<file path="config.mk">
export PLATFORM = sky130hd
export DESIGN_NAME = command_line_tokenizer
export DESIGN_NICKNAME = d
export VERILOG_FILES = /design/src/design/clt_pkg.sv /design/src/design/command_line_tokenizer.sv /design/src/design/clt_front.sv /design/src/design/clt_queue.sv /design/src/design/clt_back.sv
export SDC_FILE = /design/constraint.sdc
export NUM_CORES = 1
export LEC_CHECK = 0
export BUFFER_PORTS_ARGS = -buffer_cell sky130_fd_sc_hd__clkbuf_2
export CAP_MARGIN = 20
export CORE_UTILIZATION = 50
export CTS_CLUSTER_SIZE = 25
export DETAILED_ROUTE_END_ITERATION = 6
export GPL_TIMING_DRIVEN = 0
export PLACE_DENSITY = 0.75
export SYNTH_ARGS = -nofsm -noshare
export SYNTH_HDL_FRONTEND = slang
export SYNTH_HIERARCHICAL = 1
export SYNTH_SLANG_ARGS = --single-unit
</file>
<file path="constraint.sdc">
create_clock -name i_clk -period 3.9 [get_ports i_clk]
set_input_delay 0.195 -clock i_clk [delete_from_list [all_inputs] [get_ports i_clk]]
set_output_delay 0.195 -clock i_clk [all_outputs]
set_load 0.02 [all_outputs]
</file>
<file path="src/design/clt_pkg.sv">
// Shared types and constants for the command-line tokenizer.
`timescale 1ns / 1ps
`default_nettype none
package clt_pkg;

    localparam int MAX_TOKENS = 255;
    localparam int COUNT_CAP_I = (MAX_TOKENS < 255) ? MAX_TOKENS : 255;
    localparam logic [7:0] COUNT_CAP = COUNT_CAP_I[7:0];

    localparam int QDEPTH = 4;
    localparam int QPTR_W = $clog2(QDEPTH);
    localparam int QCNT_W = $clog2(QDEPTH + 1);

    localparam logic [7:0] CH_NUL    = 8'h00;
    localparam logic [7:0] CH_SPACE  = 8'h20;
    localparam logic [7:0] CH_TAB    = 8'h09;
    localparam logic [7:0] CH_CR     = 8'h0D;
    localparam logic [7:0] CH_SEMI   = 8'h3B;
    localparam logic [7:0] CH_DQUOTE = 8'h22;
    localparam logic [7:0] CH_SQUOTE = 8'h27;
    localparam logic [7:0] CH_BSLASH = 8'h5C;
    localparam logic [7:0] CH_LPAREN = 8'h28;
    localparam logic [7:0] CH_RPAREN = 8'h29;
    localparam logic [7:0] CH_EQUAL  = 8'h3D;
    localparam logic [7:0] CH_COMMA  = 8'h2C;

    typedef enum logic [1:0] {
        MODE_PLAIN = 2'd0,
        MODE_DQ    = 2'd1,
        MODE_SQ    = 2'd2,
        MODE_SKIP  = 2'd3
    } t_mode;

    typedef enum logic [1:0] {
        KIND_BYTE = 2'd0,
        KIND_END  = 2'd1,
        KIND_DONE = 2'd2,
        KIND_ERR  = 2'd3
    } t_kind;

    // One queued command: up to three results caused by one input byte.
    typedef struct packed {
        logic [1:0]  num;
        t_kind [2:0] kinds;
        logic [7:0]  data;
        logic [7:0]  total;
    } t_cmd;

endpackage
`default_nettype wire

</file>
<file path="src/design/command_line_tokenizer.sv">
// Top level of the command-line tokenizer.
// Usage:
//   Slave channel takes one command-line byte per transfer in i_s_tdata; a
//   zero byte ends the line. Master channel gives results: o_m_tuser is the
//   kind (token byte, token end, line done, line error), o_m_tdata carries
//   the token byte (low byte) and the token count of the line (high byte),
//   and o_m_tlast marks the final result caused by one input byte.
//   Bytes that cause no result (quotes, backslash, skipped bytes) give none.
// Path: each byte's command is queued, then registered in the sequencer.
// One byte per cycle while i_m_tready is high and each byte gives one
//   result; a byte with n results holds the sequencer for n transfers on
//   the single result port. A four-entry command queue absorbs short bursts.
// Reset: synchronous, active low; lexer returns to plain mode with zero
//   count and the queue and output are emptied.
// Stall: when i_m_tready is low the current result holds; the front end
//   keeps taking bytes until the command queue fills, then drops o_s_tready.
`timescale 1ns / 1ps
`default_nettype none
module command_line_tokenizer (
    input  wire         i_clk,
    input  wire         i_rst_n,
    input  wire         i_s_tvalid,
    output logic        o_s_tready,
    input  wire  [7:0]  i_s_tdata,   // [7:0] in_byte
    output logic        o_m_tvalid,
    input  wire         i_m_tready,
    output logic [15:0] o_m_tdata,   // [7:0] out_byte, [15:8] token_total
    output logic [1:0]  o_m_tuser,   // [1:0] kind
    output logic        o_m_tlast
);

    logic           q_push, q_pop, q_full, q_empty;
    clt_pkg::t_cmd  f_cmd, q_head;
    clt_pkg::t_kind b_kind;
    logic [7:0]     b_byte, b_total;

    clt_front u_front (
        .i_clk   (i_clk),
        .i_rst_n (i_rst_n),
        .i_valid (i_s_tvalid),
        .i_byte  (i_s_tdata),
        .i_q_full(q_full),
        .o_ready (o_s_tready),
        .o_push  (q_push),
        .o_cmd   (f_cmd)
    );

    clt_queue u_queue (
        .i_clk  (i_clk),
        .i_rst_n(i_rst_n),
        .i_push (q_push),
        .i_cmd  (f_cmd),
        .i_pop  (q_pop),
        .o_full (q_full),
        .o_empty(q_empty),
        .o_head (q_head)
    );

    clt_back u_back (
        .i_clk  (i_clk),
        .i_rst_n(i_rst_n),
        .i_empty(q_empty),
        .i_head (q_head),
        .o_pop  (q_pop),
        .o_valid(o_m_tvalid),
        .i_ready(i_m_tready),
        .o_kind (b_kind),
        .o_byte (b_byte),
        .o_total(b_total),
        .o_last (o_m_tlast)
    );

    assign o_m_tdata = {b_total, b_byte};
    assign o_m_tuser = b_kind;

endmodule
`default_nettype wire

</file>
<file path="src/design/clt_front.sv">
// Front end: lexer state and per-byte classification into result commands.
`timescale 1ns / 1ps
`default_nettype none
module clt_front (
    input  wire              i_clk,
    input  wire              i_rst_n,
    input  wire              i_valid,
    input  wire  [7:0]       i_byte,
    input  wire              i_q_full,
    output logic             o_ready,
    output logic             o_push,
    output clt_pkg::t_cmd    o_cmd
);

    clt_pkg::t_mode r_mode, n_mode;
    logic           r_esc, n_esc;
    logic           r_open, n_open;
    logic [7:0]     r_count, n_count;
    logic           accept;
    logic           is_space, is_sep, is_end;
    logic [7:0]     cnt_closed;

    function automatic logic [7:0] sat_inc(input logic [7:0] v);
        return (v < clt_pkg::COUNT_CAP) ? v + 8'd1 : v;
    endfunction

    assign o_ready  = !i_q_full;
    assign accept   = i_valid && o_ready;
    assign is_space = (i_byte == clt_pkg::CH_SPACE) ||
                      (i_byte >= clt_pkg::CH_TAB && i_byte <= clt_pkg::CH_CR);
    assign is_sep   = (i_byte == clt_pkg::CH_LPAREN) || (i_byte == clt_pkg::CH_RPAREN) ||
                      (i_byte == clt_pkg::CH_EQUAL)  || (i_byte == clt_pkg::CH_COMMA);
    assign is_end   = (i_byte == clt_pkg::CH_NUL) || (i_byte == clt_pkg::CH_SEMI);
    assign cnt_closed = r_open ? sat_inc(r_count) : r_count;

    // next lexer state
    always_comb begin
        n_mode  = r_mode;
        n_esc   = r_esc;
        n_open  = r_open;
        n_count = r_count;
        if (r_mode == clt_pkg::MODE_SKIP) begin
            if (i_byte == clt_pkg::CH_NUL) begin
                n_mode = clt_pkg::MODE_PLAIN;
            end
        end else if (r_esc) begin
            if (i_byte == clt_pkg::CH_NUL) begin
                n_mode  = clt_pkg::MODE_PLAIN;
                n_esc   = 1'b0;
                n_open  = 1'b0;
                n_count = '0;
            end else begin
                n_esc  = 1'b0;
                n_open = 1'b1;
            end
        end else if (r_mode == clt_pkg::MODE_DQ || r_mode == clt_pkg::MODE_SQ) begin
            if ((r_mode == clt_pkg::MODE_DQ && i_byte == clt_pkg::CH_DQUOTE) ||
                (r_mode == clt_pkg::MODE_SQ && i_byte == clt_pkg::CH_SQUOTE)) begin
                n_mode = clt_pkg::MODE_PLAIN;
            end else if (i_byte == clt_pkg::CH_BSLASH) begin
                n_esc = 1'b1;
            end else if (i_byte == clt_pkg::CH_NUL) begin
                n_mode  = clt_pkg::MODE_PLAIN;
                n_open  = 1'b0;
                n_count = '0;
            end else begin
                n_open = 1'b1;
            end
        end else begin
            priority if (is_space) begin
                n_open  = 1'b0;
                n_count = cnt_closed;
            end else if (is_end) begin
                n_open  = 1'b0;
                n_count = '0;
                n_mode  = (i_byte == clt_pkg::CH_NUL) ? clt_pkg::MODE_PLAIN
                                                      : clt_pkg::MODE_SKIP;
            end else if (is_sep) begin
                n_open  = 1'b0;
                n_count = sat_inc(cnt_closed);
            end else if (i_byte == clt_pkg::CH_DQUOTE) begin
                n_mode = clt_pkg::MODE_DQ;
            end else if (i_byte == clt_pkg::CH_SQUOTE) begin
                n_mode = clt_pkg::MODE_SQ;
            end else if (i_byte == clt_pkg::CH_BSLASH) begin
                n_esc = 1'b1;
            end else begin
                n_open = 1'b1;
            end
        end
    end

    // result command for this byte
    always_comb begin
        o_cmd.num   = 2'd0;
        o_cmd.kinds = '{clt_pkg::KIND_BYTE, clt_pkg::KIND_BYTE, clt_pkg::KIND_BYTE};
        o_cmd.data  = i_byte;
        o_cmd.total = cnt_closed;
        if (r_mode == clt_pkg::MODE_SKIP) begin
            o_cmd.num = 2'd0;
        end else if (r_esc || r_mode == clt_pkg::MODE_DQ || r_mode == clt_pkg::MODE_SQ) begin
            if (i_byte == clt_pkg::CH_NUL) begin
                o_cmd.num      = 2'd1;
                o_cmd.kinds[0] = clt_pkg::KIND_ERR;
            end else if (r_esc) begin
                o_cmd.num = 2'd1;
            end else if ((r_mode == clt_pkg::MODE_DQ && i_byte == clt_pkg::CH_DQUOTE) ||
                         (r_mode == clt_pkg::MODE_SQ && i_byte == clt_pkg::CH_SQUOTE) ||
                         i_byte == clt_pkg::CH_BSLASH) begin
                o_cmd.num = 2'd0;
            end else begin
                o_cmd.num = 2'd1;
            end
        end else begin
            priority if (is_space) begin
                o_cmd.num      = {1'b0, r_open};
                o_cmd.kinds[0] = clt_pkg::KIND_END;
            end else if (is_end) begin
                if (r_open) begin
                    o_cmd.num      = 2'd2;
                    o_cmd.kinds[0] = clt_pkg::KIND_END;
                    o_cmd.kinds[1] = clt_pkg::KIND_DONE;
                end else begin
                    o_cmd.num      = 2'd1;
                    o_cmd.kinds[0] = clt_pkg::KIND_DONE;
                end
            end else if (is_sep) begin
                if (r_open) begin
                    o_cmd.num      = 2'd3;
                    o_cmd.kinds[0] = clt_pkg::KIND_END;
                    o_cmd.kinds[1] = clt_pkg::KIND_BYTE;
                    o_cmd.kinds[2] = clt_pkg::KIND_END;
                end else begin
                    o_cmd.num      = 2'd2;
                    o_cmd.kinds[0] = clt_pkg::KIND_BYTE;
                    o_cmd.kinds[1] = clt_pkg::KIND_END;
                end
            end else if (i_byte == clt_pkg::CH_DQUOTE || i_byte == clt_pkg::CH_SQUOTE ||
                         i_byte == clt_pkg::CH_BSLASH) begin
                o_cmd.num = 2'd0;
            end else begin
                o_cmd.num = 2'd1;
            end
        end
    end

    assign o_push = accept && (o_cmd.num != 2'd0);

    always_ff @(posedge i_clk) begin
        if (!i_rst_n) begin
            r_mode  <= clt_pkg::MODE_PLAIN;
            r_esc   <= 1'b0;
            r_open  <= 1'b0;
            r_count <= '0;
        end else if (accept) begin
            r_mode  <= n_mode;
            r_esc   <= n_esc;
            r_open  <= n_open;
            r_count <= n_count;
        end
    end

endmodule
`default_nettype wire

</file>
<file path="src/design/clt_queue.sv">
// Short command queue between front end and result sequencer.
`timescale 1ns / 1ps
`default_nettype none
module clt_queue (
    input  wire              i_clk,
    input  wire              i_rst_n,
    input  wire              i_push,
    input  clt_pkg::t_cmd    i_cmd,
    input  wire              i_pop,
    output logic             o_full,
    output logic             o_empty,
    output clt_pkg::t_cmd    o_head
);

    clt_pkg::t_cmd                r_mem [clt_pkg::QDEPTH];
    logic [clt_pkg::QPTR_W-1:0]   r_wptr, r_rptr;
    logic [clt_pkg::QCNT_W-1:0]   r_cnt;
    logic                         do_pop;

    assign o_full  = (r_cnt == clt_pkg::QCNT_W'(clt_pkg::QDEPTH));
    assign o_empty = (r_cnt == '0);
    assign o_head  = r_mem[r_rptr];
    assign do_pop  = i_pop && !o_empty;

    always_ff @(posedge i_clk) begin
        if (i_push) begin
            r_mem[r_wptr] <= i_cmd;
        end
    end

    always_ff @(posedge i_clk) begin
        if (!i_rst_n) begin
            r_wptr <= '0;
            r_rptr <= '0;
            r_cnt  <= '0;
        end else begin
            if (i_push) begin
                r_wptr <= r_wptr + 1'b1;
            end
            if (do_pop) begin
                r_rptr <= r_rptr + 1'b1;
            end
            if (i_push && !do_pop) begin
                r_cnt <= r_cnt + 1'b1;
            end else if (!i_push && do_pop) begin
                r_cnt <= r_cnt - 1'b1;
            end
        end
    end

endmodule
`default_nettype wire

</file>
<file path="src/design/clt_back.sv">
// Result sequencer: expands each queued command into its result transfers.
`timescale 1ns / 1ps
`default_nettype none
module clt_back (
    input  wire              i_clk,
    input  wire              i_rst_n,
    input  wire              i_empty,
    input  clt_pkg::t_cmd    i_head,
    output logic             o_pop,
    output logic             o_valid,
    input  wire              i_ready,
    output clt_pkg::t_kind   o_kind,
    output logic [7:0]       o_byte,
    output logic [7:0]       o_total,
    output logic             o_last
);

    clt_pkg::t_cmd r_cmd;
    logic [1:0]    r_slot;
    logic          r_busy;
    logic          xfer;

    always_comb begin
        unique case (r_slot)
            2'd0:    o_kind = r_cmd.kinds[0];
            2'd1:    o_kind = r_cmd.kinds[1];
            2'd2:    o_kind = r_cmd.kinds[2];
            default: o_kind = clt_pkg::KIND_BYTE;
        endcase
    end

    assign o_valid = r_busy;
    assign o_byte  = (o_kind == clt_pkg::KIND_BYTE) ? r_cmd.data : 8'd0;
    assign o_total = (o_kind == clt_pkg::KIND_DONE) ? r_cmd.total : 8'd0;
    assign o_last  = (r_slot == r_cmd.num - 2'd1);
    assign xfer    = r_busy && i_ready;
    assign o_pop   = !i_empty && (!r_busy || (xfer && o_last));

    always_ff @(posedge i_clk) begin
        if (o_pop) begin
            r_cmd <= i_head;
        end
    end

    always_ff @(posedge i_clk) begin
        if (!i_rst_n) begin
            r_busy <= 1'b0;
            r_slot <= '0;
        end else if (o_pop) begin
            r_busy <= 1'b1;
            r_slot <= '0;
        end else if (xfer) begin
            if (o_last) begin
                r_busy <= 1'b0;
            end else begin
                r_slot <= r_slot + 2'd1;
            end
        end
    end

endmodule
`default_nettype wire

</file>
### Word level (Yosys, flattened, before mapping)

Memories as Yosys holds them, arrays and structs flattened. A register that Yosys moved wholly into a read port is not among the register bits.
Index checks and enable logic that the tools add are counted.
Widths: inputs -> output; s select.

* register bits after elaboration: 22
* RAM bits: 96
* output and inout bits: 21
* word-level logic and storage cells: 173
* memories: 1

* equality and inequality tests: 25
* mux-type cells: 77
* $lt $le $gt $ge: 4
* reductions and logical operators: 46
* bitwise operators: 3
* add/sub/neg operators: 8

Memory list
* u_queue.r_mem: depth 4, bits a word 24, rd ports 1, clocked after memory_dff 1, wr ports 1, RTL line clt_queue.sv:15 `clt_pkg::t_cmd r_mem [clt_pkg::QDEPTH];`

Operators by type and width (count)
* $mux 8: 13
* $eq 8x6->1 const B: 8
* $mux 2: 26
* $mux 1: 29
* $ne 6x1->1 const B: 3
* $add 8x1->8 const B: 2
* $lt 8x8->1 const B: 2
* $logic_or 1x1->1: 13
* $mux 4: 3
* $logic_and 1x1->1: 11
* $reduce_and 5->1: 2
* $mux 3: 3
* $eq 2x2->1 const B: 4
* $eq 8x7->1 const B: 1
* $ge 8x4->1 const B: 1
* $le 8x4->1 const B: 1
* $logic_not 8->1: 1
* $reduce_bool 2->1: 4
* $reduce_and 7->1: 1
* $add 2x1->2 const B: 3
* $mux 6: 1
* $ne 3x2->1 const B: 2
* $pmux 2 s3: 1
* $reduce_and 2->1: 3
* 17 further kinds: 25

### Logic depth before layout (Yosys ltp)

Gate-level depths: netlist of run 1.

* word-level depth: 15
* depth in mapped cells: 15
* gate-level depth less buffers: 14

### Hierarchy

Netlist of run 1, hierarchy kept.

By module, submodules not included
* clt_queue: cells an instance 169, instances 1, seq. area each 3062.9 sq um, area an instance 3978.8 sq um
* clt_front: cells an instance 243, instances 1, seq. area each 240.2 sq um, area an instance 1745.4 sq um
* clt_back: cells an instance 76, instances 1, seq. area each 780.7 sq um, area an instance 1118.6 sq um

### Worst setup path after synthesis of run 1

OpenSTA, ideal clock, no wires.

* kind: register to register
* from: register u_back/r_cmd[23] (netlist name)
* to: register u_queue/r_cnt[2] in the netlist's numbering
* path buffers: 0
* path slack: -0.058 ns
* arrival: 3.882 ns
* cell stages (with the launch flop): 12
* clock period less this slack: 3.958 ns
* setup time: 0.076 ns
* data required time: 3.824 ns
* path through: edfxtp_1 -> xnor2_1 -> mux2i_1 -> a21boi_0 -> nor2_1 -> o31ai_4 -> ha_1 -> inv_1 -> fa_1 -> xor2_1 -> or3_1 -> a21boi_0

* longest elaborated chain between the ends: 9

Ends and longest elaborated chain
* $sub 2x1->2 (*): RTL line clt_back.sv:35 `assign o_last = (r_slot == r_cmd.num - 2'd1);`
* $eq 2x2->1 (*): RTL line clt_back.sv:35
* named net o_m_tlast: RTL line command_line_tokenizer.sv:29 `output logic o_m_tlast`
* $logic_and 1x1->1 (*): RTL line clt_back.sv:37 `assign o_pop = !i_empty && (!r_busy || (xfer && o_last));`
* $logic_or 1x1->1 (*): RTL line clt_back.sv:37
* $logic_and 1x1->1 (*): RTL line clt_back.sv:37
* named net q_pop: RTL line command_line_tokenizer.sv:32 `logic q_push, q_pop, q_full, q_empty;`
* $logic_and 1x1->1 (*): RTL line clt_queue.sv:23 `assign do_pop = i_pop && !o_empty;`
* $logic_not 1->1: RTL line clt_queue.sv:43 `if (i_push && !do_pop) begin`
* $logic_and 1x1->1: RTL line clt_queue.sv:43
* $mux 3 or $reduce_bool 2->1 (tied branches)
* end signal, assigned: RTL line clt_queue.sv:44 `r_cnt <= r_cnt + 1'b1;`
* end signal, assigned: RTL line clt_queue.sv:46 `r_cnt <= r_cnt - 1'b1;`
* end, declared: RTL line clt_queue.sv:17 `logic [clt_pkg::QCNT_W-1:0] r_cnt;`

The timed path passes the listed nets; every way through them passes the cells marked *.
A chain may end at the register's enable or synchronous reset.

==> run metrics, run 1 <==
Ant. Diodes 0; crit-path max FO 8; Routed wire per std cell 18.1 um; status finished, final reports clean; H-Tree Depth 4; final wirelength 13300 um; Final Net Count 573; clock sink count 144; Worst Setup EP u_queue/r_cnt[2]; post-layout min period 3.59 ns; CP startpoint u_front/r_mode[1]; headroom to the max-slew limit 50.0%; HPWL after DPL 9050 um; leakage power 2.88 nW; dominant synthesized flop cell edfxtp_1; Cell Pwr Density 634 nW/um2; Setup Viol. Count Final 0; FFs w/ async S/R, synth 0%; Critical Path Sink Type flip-flop; Starting Density 51.5%; Iteration-0 DRC Markers 308; HP Class input pin to flip-flop; largest net degree at the start of global routing 19; final hold violation count 0; CTS clk-pin slew, worst paths 0.06 ns; worst skew pair latency 0.41 ns; Die W 119 um; Total GRT Usage 20.1%; YS warnings 6; setup repair after global routing missed its margin false; Port Buffers 30; max cap viols 0; number of enable flip-flop cells after synthesis 120; Site Rows 42; RR Endpoint u_queue/r_cnt[2]; Synth Cell Area 6840 um2; DR vias/cell 5.68; critical path class flip-flop to flip-flop; Peak VDD IR 486 uV; vias in the first global route 4005; antenna violations before repair 0; Final Non-Filler Cells 734; cell type with the highest aggregate area in the netlist edfxtp_1; clk_skew 0.00998 ns; CTS tree done; routability cong. 0.861; Layout area overhead 16.8%; syn_area_per_cell 14.0 um2; post-synthesis sequential area ratio 59.7%; via count 4170; placed insts 699; flop-to-flop setup slack 0.31 ns; Die ar. 14200 um2; Synth top area share 52.7%; layout cells sized above 1 24.9%; CP arrival 3.93 ns; Die Ht 119 um; Fin Setup TNS 0 ns; Yosys cell types 74; Max Slew Vio Count 0; first-pass GRT wire length 21500 um; Root Buffer clkbuf_16; reg2reg start u_front/r_mode[1]; I/O pin cnt 33; grt ovf 0; syn_nets 516; antenna viol nets, final 0; R2R cell count 13; Area contributors post-synth edfxtp_1 53%, dfxtp_1 7.0%, mux4_2 6.6%; post-synthesis register bit count 144; Worst Path Required 4.24 ns; CTS max path bufs 2; Achievable Freq 279 MHz; Inserted Clock Buffers 17; TritonRoute pass-1 iters 5; post-route DRC violation count 0; Core Footprint 13300 um2; Mapped Cells 488; Worst setup SP type flip-flop; post-CTS setup buffer count 0; final period utilization 91.9%; Hold Path Depth 3; worst slew pin tran 0.743 ns
## flip-flops by register name, summed over array words and instances, names as in the netlist, named ones only
name,count
u_back/r_slot,2
u_front/r_open,1
u_queue/r_cnt,3
u_front/r_mode,2
u_queue/r_wptr,2
u_queue/r_mem,96
u_front/r_esc,1
u_back/r_cmd,24
u_front/r_count,8
u_back/o_valid,1
u_queue/r_rptr,2
## through the flow
stage	utilization, %	instance area [um2]	hold WS, ns	power [mW]	setup WS (ns)
finish	60.1	7990	0.121	5.07	0.315
global route	60.1	7990	0.139	5.30	0.0799
CTS	60.0	7970	0.105	5.11	0.0369
detailed placement	55.2	7340	0.406	3.45	0.0730
global placement	54.3	7220	0.394	3.34	0.173
floorplan	-	6850	0.313	3.04	0.399
## cells in the final DEF, fill, tap and decap left out, drive strengths merged, types with 6 or more instances in the layout
cell / netlist / final
nand2: 28 / 28
a21oi: 18 / 18
clkinv: 0 / 7
and3: 17 / 17
ha: 15 / 15
buf: 27 / 33
and2: 13 / 13
edfxtp: 120 / 120
nor2: 27 / 27
nor2b: 12 / 12
clkbuf: 7 / 54
dfxtp: 24 / 24
nand3: 9 / 9
o21ai: 17 / 17
inv: 17 / 20
mux4: 24 / 24
or3: 6 / 6
nor3: 10 / 10
## worst max-delay path, cell delays in order (launching register included)
cell      delay [ns]
dfxtp_1         0.38
inv_1           0.08
ha_1            0.22
or3_1           0.36
clkbuf_1        0.22
nor4_4          0.41
nand3_1         0.12
o21ai_0         0.30
ha_1            0.31
inv_1           0.07
fa_1            0.43
xor2_1          0.16
or3_1           0.31
a21boi_0        0.16
## cells in the mapped netlist (5+ instances only)
cell	number
nor2_1	27
o21ai_0	12
nand2b_1	5
clkbuf_1	5
mux2i_1	5
buf_2	7
buf_6	5
o21a_1	5
xor2_1	5
nor3_1	10
nand2_1	28
nand3_1	9
ha_1	15
a21oi_1	16
nor2b_1	12
a22o_1	5
and3_1	15
mux4_2	20
or3_1	6
buf_4	13
dfxtp_1	24
edfxtp_1	120
inv_1	17
and2_1	12
## layer usage
metal	track usage (%)	vias up	routed length, um
li1	-	1997	-
met1	26.7	2051	6030
met2	33.1	112	6610
met3	4.79	10	491
met4	5.70	0	129
met5	0	-	0
## how the worst min path moves through the flow
stage | startpoint | endpoint | slack, ns
2_1_floorplan | i_rst_n | u_back/o_valid | 0.31
3_3_place_gp | i_s_tdata[3] | u_queue/r_mem[3][11] | 0.39
3_5_place_dp | i_s_tdata[2] | u_queue/r_mem[0][10] | 0.41
4_1_cts | i_m_tready | u_back/r_slot[0] | 0.11
5_1_grt | i_m_tready | u_back/r_slot[0] | 0.14
6_report | i_m_tready | u_back/r_slot[0] | 0.12
## where the power goes
part | total, mW | leakage, nW | switching, mW | internal (mW)
Combinational | 1.28 | 1.25 | 0.725 | 0.554
Sequential | 2.14 | 1.33 | 0.110 | 2.03
Clock | 1.65 | 0.294 | 0.639 | 1.01
## timing repair
item                                    CTS  global route
gates resized for setup                   0             2
endpoints found under the setup margin    0             2
hold buffers                              2             0
hold endpoints to repair                  8             0
## final cells by class
type                            count  area [um2]
Fill cell                         997        5300
Sequential cell                   144        4080
Multi-Input combinational cell    293        2440
Clock buffer                       17         425
Timing Repair Buffer               38         300
Buffer                             34         275
Tap cell                          176         220
Clock inverter                     15         185
Inverter                           17        63.8
## cell families (layout without fill, tap and decap cells)
| logic type | Yosys count | after routing | share of synthesized area [%] |
|---|---|---|---|
| other | 1 | 1 | 0.0548 |
| AND/OR/NAND/NOR | 149 | 149 | 12.0 |
| AO/OA/AOI/OAI | 85 | 85 | 9.67 |
| flip-flops | 144 | 144 | 59.7 |
| adder cells (fa/ha/maj) | 17 | 17 | 3.18 |
| XOR/XNOR | 9 | 9 | 1.15 |
| buffers and inverters | 51 | 121 | 4.96 |
| multiplexers | 32 | 32 | 9.34 |
Note: power is estimated with default switching activity, not from simulation.
==> inputs of run 2 (changes only) <==
CELL_PAD_IN_SITES_DETAIL_PLACEMENT = 1   (was not set)
CELL_PAD_IN_SITES_GLOBAL_PLACEMENT = 2   (was not set)
CORE_UTILIZATION = 46   (was 50)
CTS_BUF_LIST = sky130_fd_sc_hd__clkbuf_8   (was not set)
PLACE_DENSITY = 0.9   (was 0.75)
==> run 2 against run 1 <==
Total power down 9.9%. Combinational power hardly changed. Die area up 8.5%. Cell count rose by 0.95%. Critical path depth is the same. Worst hold slack lost 0.022 ns.
==> run metrics, run 2 (synthesis results as in run 1) <==
first-pass GRT wire length 24100 um; antenna viol nets, final 0; Peak VDD IR 236 uV; Site Rows 44; Final Net Count 572; antenna violations before repair 0; Worst Path Required 4.25 ns; worst slew pin tran 1.29 ns; CTS max path bufs 2; Port Buffers 30; Iteration-0 DRC Markers 242; CTS tree done; layout cells sized above 1 24.4%; reg2reg start u_front/r_mode[1]; Worst setup SP type flip-flop; hold slack 0.0998 ns; dpl cell area 7310 um2; vias in the first global route 4417; DR vias/cell 5.72; headroom to the max-slew limit 13.7%; critical path class flip-flop to flip-flop; Critical Path Sink Type flip-flop; HP Class input pin to flip-flop; post-place setup slack -0.233 ns; Ant. Diodes 0; most frequent cells in the layout 120 x edfxtp_1, 30 x clkbuf_2, 28 x nand2_1; status finished, final reports clean; Achievable Freq 272 MHz; final core utilization 53.2%; HPWL after DPL 10900 um; Reg power frac 47.3%; Die W 124 um; max cap viols 0; Combinational Power Share 28.1%; routability cong. 0.831; leakage power 2.76 nW; CP startpoint u_front/r_mode[1]; Die Ht 124 um; Most flops, register u_queue/r_mem; final period utilization 94.3%; Root Buffer clkbuf_8; post-CTS setup buffer count 0; total power 4.57 mW; Final Non-Filler Cells 741; Cell Pwr Density 591 nW/um2; Finished Cell Area 7730 um2; largest net degree at the start of global routing 20; via count 4241; CTS clk-pin slew, worst paths 0.08 ns; Max Slew Vio Count 0; clk_skew 0.0108 ns; final hold violation count 0; TritonRoute pass-1 iters 4; I/O pin cnt 33; post-route DRC violation count 0; commonest non-fill, non-tap cell in the layout edfxtp_1; Routed wire per std cell 21.3 um; final wirelength 15800 um; placed insts 707; Starting Density 47.1%; clock sink count 144; H-Tree Depth 4; worst skew pair latency 0.44 ns; CP arrival 4.03 ns; largest registers u_queue/r_mem (96), u_back/r_cmd (24), u_front/r_count (8); Setup Viol. Count Final 0; post-route worst setup slack 0.223 ns; Clk pwr share 24.6%; min-delay src i_m_tready; Total GRT Usage 21.9%; max reg flops 96; crit-path max FO 8; sw power 1.44 mW; Core Footprint 14500 um2; grt ovf 0; Sw Share 31.6%; Die ar. 15400 um2; Fin Setup TNS 0 ns; Inserted Clock Buffers 17; Layout area overhead 12.9%; Int Power 3.12 mW; post-layout min period 3.68 ns; setup repair after global routing missed its margin false
run 2: final timing paths:
kind	end	depth (start not counted)	slack (ns)
hold reg to reg	u_front/r_count[5]	2	0.55
hold / removal	u_back/r_slot[0]	3	0.1
setup / recovery	u_queue/r_cnt[2]	13	0.22
setup reg to reg	u_queue/r_cnt[2]	13	0.22
run 2: layout make-up:
cell class	count	area [um2]
sequential	144	4080
clock buffer	17	234
timing repair buffer	37	258
fill	1480	6810
inverter	17	63.8
buffer	34	275
clock inverter	15	145
multi-input combinational	293	2440
tap	184	230
run 2: routing by layer:
metal / global-route usage [%] / share of wire, %
met1: 26.5 / 43
met2: 37.6 / 51
met3: 4.81 / 3.1
met4: 9.30 / 2.5
met5: 0 / 0
run 2: power groups by stage:
stage / clock network (mW) / registers (mW) / logic [mW]
CTS: 1.15 / 2.16 / 1.30
floorplan: 0 / 2.14 / 0.896
global placement: 0 / 2.16 / 1.17
detailed placement: 0 / 2.19 / 1.29
global route: 1.21 / 2.18 / 1.40
finish: 1.12 / 2.16 / 1.28
run 2: what timing repair did:
item / CTS / global route
cloned: 0 / 0
resized for setup: 2 / 1
pin swaps: 0 / 1
endpoints found under the hold margin: 8 / 0
endpoints found under the setup margin: 25 / 1
hold buffers: 2 / 0
run 2: worst max-delay path, stage by stage, from the launching register on:
cell      delay [ns]
dfxtp_1         0.40
inv_1           0.08
ha_1            0.21
or3_1           0.35
clkbuf_1        0.21
nor4_4          0.42
nand3_1         0.12
o21ai_1         0.29
ha_1            0.30
inv_1           0.10
fa_1            0.44
xor2_1          0.17
or3_1           0.31
a21boi_0        0.20
==> inputs of run 3 (changes only) <==
CORE_UTILIZATION = 50   (was 46)
PLACE_DENSITY = 0.95   (was 0.9)
clock period = 4.7 ns   (was 3.9 ns; I/O delays follow)
==> run 3 against run 2 <==
Worst setup slack improved by 0.42 ns. Core utilization grew 5.1 points. Count of clock-buffer cells in the layout is the same. Maximum frequency decreased by 9.4%. Largest cell class unchanged.
==> run metrics, run 3 (synthesis results as in run 1) <==
antenna viol nets, final 0; CP arrival 4.43 ns; CTS max path bufs 2; final period utilization 86.4%; flop-to-flop setup slack 0.64 ns; Worst Path Required 5.07 ns; RR Endpoint u_queue/r_cnt[2]; max cap viols 0; Worst Setup EP u_queue/r_cnt[2]; clk_skew 0.0116 ns; Root Buffer clkbuf_8; Filler Cell Count 1333; HP Class input pin to flip-flop; Setup Viol. Count Final 0; Register Area 4080 um2; CTS tree done; vias in the first global route 4627; Inserted Clock Buffers 17; grt ovf 0; PostCTS Resize Cnt 0; Die W 119 um; HPWL after DPL 11300 um; total power 3.84 mW; critical path class flip-flop to flip-flop; Worst setup SP type flip-flop; Routed wire per std cell 21.5 um; final hold violation count 0; Peak VDD IR 183 uV; worst skew pair latency 0.45 ns; first-pass GRT wire length 25100 um; largest net degree at the start of global routing 22; CTS clk-pin slew, worst paths 0.08 ns; layout cells sized above 1 24.6%; headroom to the max-slew limit 20.8%; largest registers u_queue/r_mem (96), u_back/r_cmd (24), u_front/r_count (8); I/O pin cnt 33; status finished, final reports clean; crit-path max FO 8; Fin Setup TNS 0 ns; post-route DRC violation count 0; Max Slew Vio Count 0; max reg flops 96; routability cong. 0.800; antenna violations before repair 0; Starting Density 51.5%; Die ar. 14200 um2; TritonRoute pass-1 iters 5; Achievable Freq 246 MHz; setup repair after global routing missed its margin false; Most flops, register u_queue/r_mem; clock sink count 144; Die Ht 119 um; via count 4324; Iteration-0 DRC Markers 295; leakage power 2.76 nW; Cell Pwr Density 496 nW/um2; Total GRT Usage 24.0%; CP startpoint u_front/r_mode[1]; Core Footprint 13300 um2; R2R cell count 13; Final Net Count 572; Port Buffers 30; Critical Path Sink Type flip-flop; post-layout min period 4.06 ns; multi-input logic area 2420 um2; DR vias/cell 5.90; commonest non-fill, non-tap cell in the layout edfxtp_1; Ant. Diodes 0; H-Tree Depth 4; final wirelength 15800 um; reg2reg start u_front/r_mode[1]; worst slew pin tran 1.19 ns; Layout area overhead 13.1%; Site Rows 42; most frequent cells in the layout 120 x edfxtp_1, 30 x clkbuf_2, 28 x nand2_1
-- run 3: changes by cell type in the layout (fill, tap and decap cells not counted), moves of 2 or more --
cell / change
inv_6: +2
clkinvlp_4: +2
clkinv_2: -2
buf_16: +2
buf_8: -2
-- run 3: worst min-delay path by stage --
| stage | start | to | cells after the start |
|---|---|---|---|
| 2_1_floorplan | i_rst_n | u_back/o_valid | 1 |
| 6_report | i_m_tready | u_back/r_slot[0] | 3 |
| 3_5_place_dp | i_s_tdata[3] | u_queue/r_mem[1][11] | 1 |
| 5_1_grt | i_m_tready | u_back/r_slot[0] | 3 |
| 3_3_place_gp | i_s_tdata[3] | u_queue/r_mem[2][11] | 1 |
| 4_1_cts | i_m_tready | u_back/r_slot[0] | 3 |
-- run 3: timing repair --
item | CTS | global route
hold buffers | 2 | 0
buffers inserted | 0 | 0
endpoints found under the setup margin | 0 | 0
hold endpoints to repair | 8 | 0
-- run 3: area by class of cell --
class | instances | area share [%]
inverters | 17 | 0.824
multi-input cells | 293 | 31.3
clock inverters | 15 | 2.07
repair buffers | 37 | 3.65
clock buffers | 17 | 3.02
plain buffers | 34 | 3.56
flip-flops and latches | 144 | 52.7
well taps | 176 | 2.84
-- run 3: stage by stage --
| stage | instance area (um2) | instances | hold slack [ns] | setup slack, ns | utilization [%] |
|---|---|---|---|---|---|
| final | 7740 | 733 | 0.126 | 0.641 | 58.2 |
| after global routing | 7740 | 733 | 0.126 | 0.384 | 58.2 |
| after CTS | 7740 | 733 | 0.106 | 0.656 | 58.2 |
| after detailed placement | 7330 | 699 | 0.453 | 0.595 | 55.1 |
| after global placement | 7210 | 694 | 0.436 | 0.512 | 54.3 |
| after floorplan | 6840 | 488 | 0.353 | 0.742 | - |
-- run 3: per-layer routing --
metal,share of wire (%),GRT usage [%],up-vias
met2,53,42.5,126
met3,4.0,4.65,23
li1,-,-,1975
met4,1.9,9.26,0
met5,0,0,-
met1,42,28.8,2200
-- run 3: power breakdown --
| group | internal (mW) | switching [mW] |
|---|---|---|
| clock | 0.475 | 0.487 |
| combinational | 0.456 | 0.634 |
| sequential | 1.68 | 0.105 |
-- run 3: critical path: stages, from the launching register on --
cell and delay (ns):
dfxtp_1 0.39, inv_1 0.08, ha_1 0.22, or3_1 0.36, clkbuf_1 0.19, nor4_1 0.76, nand3_1 0.14, o21ai_0 0.34
ha_1 0.31, inv_1 0.07, fa_1 0.44, xor2_1 0.17, or3_1 0.31, a21boi_0 0.20
